**config.mk**
```make
export PLATFORM = sky130hd
export DESIGN_NAME = oli_cell
export DESIGN_NICKNAME = d
export VERILOG_FILES = /design/src/hdl/oli_pkg.sv /design/src/hdl/oli_cell.sv
export SDC_FILE = /design/constraint.sdc
export NUM_CORES = 1
export LEC_CHECK = 0
export BUFFER_PORTS_ARGS = -buffer_cell sky130_fd_sc_hd__buf_4
export CORE_ASPECT_RATIO = 0.6
export CORE_MARGIN = 2
export CORE_UTILIZATION = 44
export DETAILED_ROUTE_END_ITERATION = 10
export GPL_ROUTABILITY_DRIVEN = 0
export MAX_ROUTING_LAYER = met4
export PLACE_DENSITY_LB_ADDON = 0.05
export SKIP_LAST_GASP = 1
export SYNTH_ARGS = -nofsm -noshare
export SYNTH_HDL_FRONTEND = slang
export SYNTH_SLANG_ARGS = --single-unit
```
**constraint.sdc**
```tcl
create_clock -name clk -period 11.55 [get_ports clk]
set_input_delay 3.465 -clock clk [delete_from_list [all_inputs] [get_ports clk]]
set_output_delay 3.465 -clock clk [all_outputs]
set_load 0.05 [all_outputs]
```
**src/hdl/oli_pkg.sv**
```systemverilog
// shared constants, types and helper functions for the ordered list block
// no dependencies; imported by every module of the block
package oli_pkg;

    localparam int DEPTH  = 256;
    localparam int DATA_W = 32;
    localparam int CMD_W  = 3;
    localparam int POS_W  = 9;
    localparam int ST_W   = 2;
    localparam int LIST_W = 9;
    localparam int LEN_W  = $clog2(DEPTH + 1);
    localparam int CMP_W  = (LEN_W > POS_W) ? LEN_W : POS_W;

    localparam logic [CMD_W-1:0] CMD_INSERT = 3'd0;
    localparam logic [CMD_W-1:0] CMD_DELETE = 3'd1;
    localparam logic [CMD_W-1:0] CMD_APPEND = 3'd2;
    localparam logic [CMD_W-1:0] CMD_READ   = 3'd3;
    localparam logic [CMD_W-1:0] CMD_CLEAR  = 3'd4;

    localparam logic [ST_W-1:0] ST_OK    = 2'd0;
    localparam logic [ST_W-1:0] ST_FULL  = 2'd1;
    localparam logic [ST_W-1:0] ST_RANGE = 2'd2;

    // read-back or tree
    localparam int FAN_LOG = 4;
    localparam int FAN     = 1 << FAN_LOG;

    function automatic int tree_levels(input int depth);
        int lv;
        int span;
        lv   = 1;
        span = FAN;
        while (span < depth) begin
            lv   = lv + 1;
            span = span * FAN;
        end
        return lv;
    endfunction

    localparam int TREE_LEVELS = tree_levels(DEPTH);
    localparam int TREE_LEAVES = 1 << (FAN_LOG * TREE_LEVELS);
    localparam int CNT_W       = $clog2(TREE_LEVELS + 1);

    // offset of the first node of a tree level in the flat node array
    function automatic int node_off(input int lvl);
        int acc;
        acc = 0;
        for (int k = 1; k < lvl; k++) begin
            acc = acc + (TREE_LEAVES >> (FAN_LOG * k));
        end
        return acc;
    endfunction

    localparam int NODE_CNT = node_off(TREE_LEVELS + 1);

    // command broadcast to every cell
    typedef struct packed {
        logic              ins;
        logic              del;
        logic              app;
        logic [CMP_W-1:0]  pos;
        logic [CMP_W-1:0]  len;
        logic [DATA_W-1:0] value;
        logic [CMP_W-1:0]  rd_pos;
    } cell_ctrl_t;

endpackage

```
**src/hdl/oli_cell.sv**
```systemverilog
// one storage cell of the list chain
// depends on oli_pkg
module oli_cell (
    input  logic                       clk,
    input  oli_pkg::cell_ctrl_t        ctrl,
    input  logic [oli_pkg::CMP_W-1:0]  idx,
    input  logic [oli_pkg::DATA_W-1:0] left_entry,
    input  logic [oli_pkg::DATA_W-1:0] right_entry,
    output logic [oli_pkg::DATA_W-1:0] entry,
    output logic [oli_pkg::DATA_W-1:0] read_tap
);
    import oli_pkg::*;

    logic [DATA_W-1:0] entry_reg;
    logic [DATA_W-1:0] entry_next;

    always_comb
    begin
        entry_next = entry_reg;
        if (ctrl.ins)
        begin
            if (idx == ctrl.pos)
            begin
                entry_next = ctrl.value;
            end
            else if (idx > ctrl.pos)
            begin
                entry_next = left_entry;
            end
        end
        else if (ctrl.del)
        begin
            if (idx >= ctrl.pos)
            begin
                entry_next = right_entry;
            end
        end
        else if (ctrl.app)
        begin
            if (idx == ctrl.len)
            begin
                entry_next = ctrl.value;
            end
        end
    end

    always_ff @(posedge clk)
    begin
        entry_reg <= entry_next;
    end

    assign entry    = entry_reg;
    assign read_tap = (idx == ctrl.rd_pos) ? entry_reg : '0;

endmodule

```
==> results.md <==
* Placed Cells incl. Taps at 564
* Crit-path slowest cell: nor4_4
* Layout overhead on the synthesized area at 61.85%
* Final core area utilization at 74.82%
* Core ar. at 5675 um2
* Std-Cell Rows at 21
* Combinational Power Share at 38.8%
* Pwr dens at 103.0 nW/um2
* Outcome: complete, no violations
* IO Pins at 200
* P_int at 281.3 uW
* HP Start: left_entry[7]
* Final wirelength at 8.627 mm
* Period utilisation layout at 73.71%
* Crit. End Element: output port
* Inserted Diodes at 0
* Die width at 103.7 um
* Power share of the clock group at 25.0%
* Commonest non-fill, non-tap cell in the layout: buf_4
* Detail Route Antenna Nets at 0
* Sw frac at 35.71%
* CTS buffer count at 5
* CTS tree: built
* Syn avg cell area at 8.603 um2
* Crit-path max FO at 21
* Syn Inst Count at 305
* Gr usage total at 26.19%
* Setup WS post-layout at 3.036 ns
* Worst Hold Path Cells at 3
* Critical path class: input pin to output port
* Largest stage delay, worst path at 0.56 ns
* Final Slew Violations at 0
* Routed length per instance at 15.06 um
* First-pass iteration count of the detailed router at 4
* IO buf count at 199
* Critical-path cell list: buf_4 -> xnor2_1 -> nand3_1 -> nor4_4 -> buf_8 -> and2_1 -> buf_4
* Max Clock Freq at 0.1175 GHz
* Number of max-cap violations at 0
* Most Frequent Cell on Critical Path: buf_4
* Slew HR at 54.96%
* Setup Viol. Count Final at 0
* Final #Nets at 637
* Max reg flops at 32
* Largest net degree at the start of global routing at 68
* P_sw at 156.2 uW
* VDD IR max at 0.05372 mV
* WP depth at 7
* Clk slew on worst S/H paths at 0.07 ns
* RSZ-0062 raised after global routing: false
* Initial Util at 46.23%
* Clock sinks at 32
* Post-synthesis cell type count at 28
* Gr ovfl total at 0
* Mapped cell area at 2624 um2
* Worst Path Arrival at 5.05 ns
* Hold crit path type: input pin to register
* Final Hold Viols at 0
* FILL cells at 427
* Remaining DRCs at 0
* Synthesized net count at 450
* Initial antenna violation count at 0
* Tot Pwr at 437.5 uW
* Post CTS Setup Buffer Count at 0
* Setup TNS at 0 ns
* Proportion of layout cells with a drive suffix above 1 at 43.20%
* Footprint of the multi-input gates at 1498 um2
* Layout Cells excl Fill at 573
* Tmin final at 8.514 ns
* Pre-CTS setup slack at 2.537 ns
* Clock root buffer: clkbuf_8
* Warnings from Yosys at 0
* Die area at 6617 um2
* DP HPWL at 6.584 mm
* CTS HTree Levels at 2
* Sequential share of the synthesized area at 36.62%
* Die H at 63.82 um
* Buffer levels on the longest clock path at 2
* Worst endpoint required time at 8.09 ns
* CP top delay family: simple AND/OR/NAND/NOR gates
* Slew at the pin closest to its max-slew limit at 0.6737 ns
* WHS Endpoint: entry[7]$_DFFE_PP_
* First-pass GRT wire length at 13.43 mm
* Avg Vias per Cell at 5.218
* Register Area at 960.9 um2
* PostCTS Resize Cnt at 0
* Pleak at 1.979 nW
* Seq pwr share at 36.2%
* Post-cts hold buffer count at 0
* Vias in the first global route at 3018
* Crit start category: input pin
* Yosys reg bits at 32
* Most frequent cells in the layout: buf_4, nand2_1, a211oi_1
* Via count at 2990
* Crit path buf inv count at 3
* 1st-iter DRT viols at 126
==> metrics by stage <==
stage	cell area (um2)	hold slack [ns]
2_1_floorplan	2624	3.742
3_3_place_gp	4120	3.839
3_5_place_dp	4120	3.850
4_1_cts	4232	3.553
5_1_grt	4247	3.560
6_report	4247	3.557
==> cells by family (layout without fill, tap and decap cells) <==
kind of cell | after synthesis | after routing | synth area share [%]
adder cells (fa/ha/maj) | 9 | 9 | 4.292
XOR/XNOR | 18 | 18 | 6.009
AO/OA/AOI/OAI | 72 | 72 | 18.98
buffers and inverters | 34 | 222 | 6.294
AND/OR/NAND/NOR | 140 | 140 | 27.80
flip-flops | 32 | 32 | 36.62
==> power groups by stage <==
stage / clock network, mW / logic, mW / registers, mW
3_5_place_dp: 0 / 0.170 / 0.161
5_1_grt: 0.115 / 0.179 / 0.161
2_1_floorplan: 0 / 0.0378 / 0.219
3_3_place_gp: 0 / 0.167 / 0.160
6_report: 0.109 / 0.170 / 0.159
4_1_cts: 0.110 / 0.170 / 0.159
==> area by class of cell <==
type	instances	area share [%]
inverter	10	0.8839
sequential	32	22.63
clock inverter	3	1.002
tap	80	2.357
clock buffer	5	1.621
timing repair buffer	204	36.24
multi-input combinational	239	35.27
==> per-layer routing <==
layer | share of wire [%] | track usage (%) | wire length [um]
met1 | 41 | 28.91 | 3535
met2 | 51 | 48.10 | 4440
met3 | 6.1 | 5.306 | 524
met4 | 1.5 | 8.953 | 127
met5 | 0 | - | 0
==> synthesized netlist by cell type <==
cell type	n	area share, %
a211oi_1	33	9.4
a21o_1	2	0.57
a221oi_1	1	0.33
a31oi_1	32	7.6
and2_1	32	7.6
and3_1	1	0.24
and4_1	2	0.67
buf_1	1	0.14
buf_2	3	0.57
buf_4	3	0.86
buf_6	3	1.3
clkbuf_1	14	2.0
edfxtp_1	32	37
ha_1	9	4.3
inv_1	10	1.4
nand2_1	64	9.2
nand3_1	2	0.38
nand4_1	2	0.48
nor2_1	1	0.14
nor2b_1	32	7.6
nor3_1	1	0.19
nor4_1	2	0.48
nor4_4	1	0.81
o211ai_1	1	0.29
o21ai_0	2	0.38
o32ai_1	1	0.33
xnor2_1	7	2.3
xor2_1	11	3.7
==> worst min-delay path, cell delays in order <==
cell	delay, ns
buf_4	0.07
nand2_1	0.04
a31oi_1	0.14
==> how the worst max path moves through the flow <==
stage / from / endpoint / slack [ns]
2_1_floorplan: ctrl[8] / read_tap[10] / 3.44
3_3_place_gp: idx[8] / read_tap[26] / 2.74
3_5_place_dp: idx[8] / read_tap[28] / 2.54
4_1_cts: idx[8] / read_tap[28] / 2.54
5_1_grt: idx[8] / read_tap[23] / 2.80
6_report: idx[8] / read_tap[28] / 3.04
Note: power is estimated with default switching activity, not from simulation.
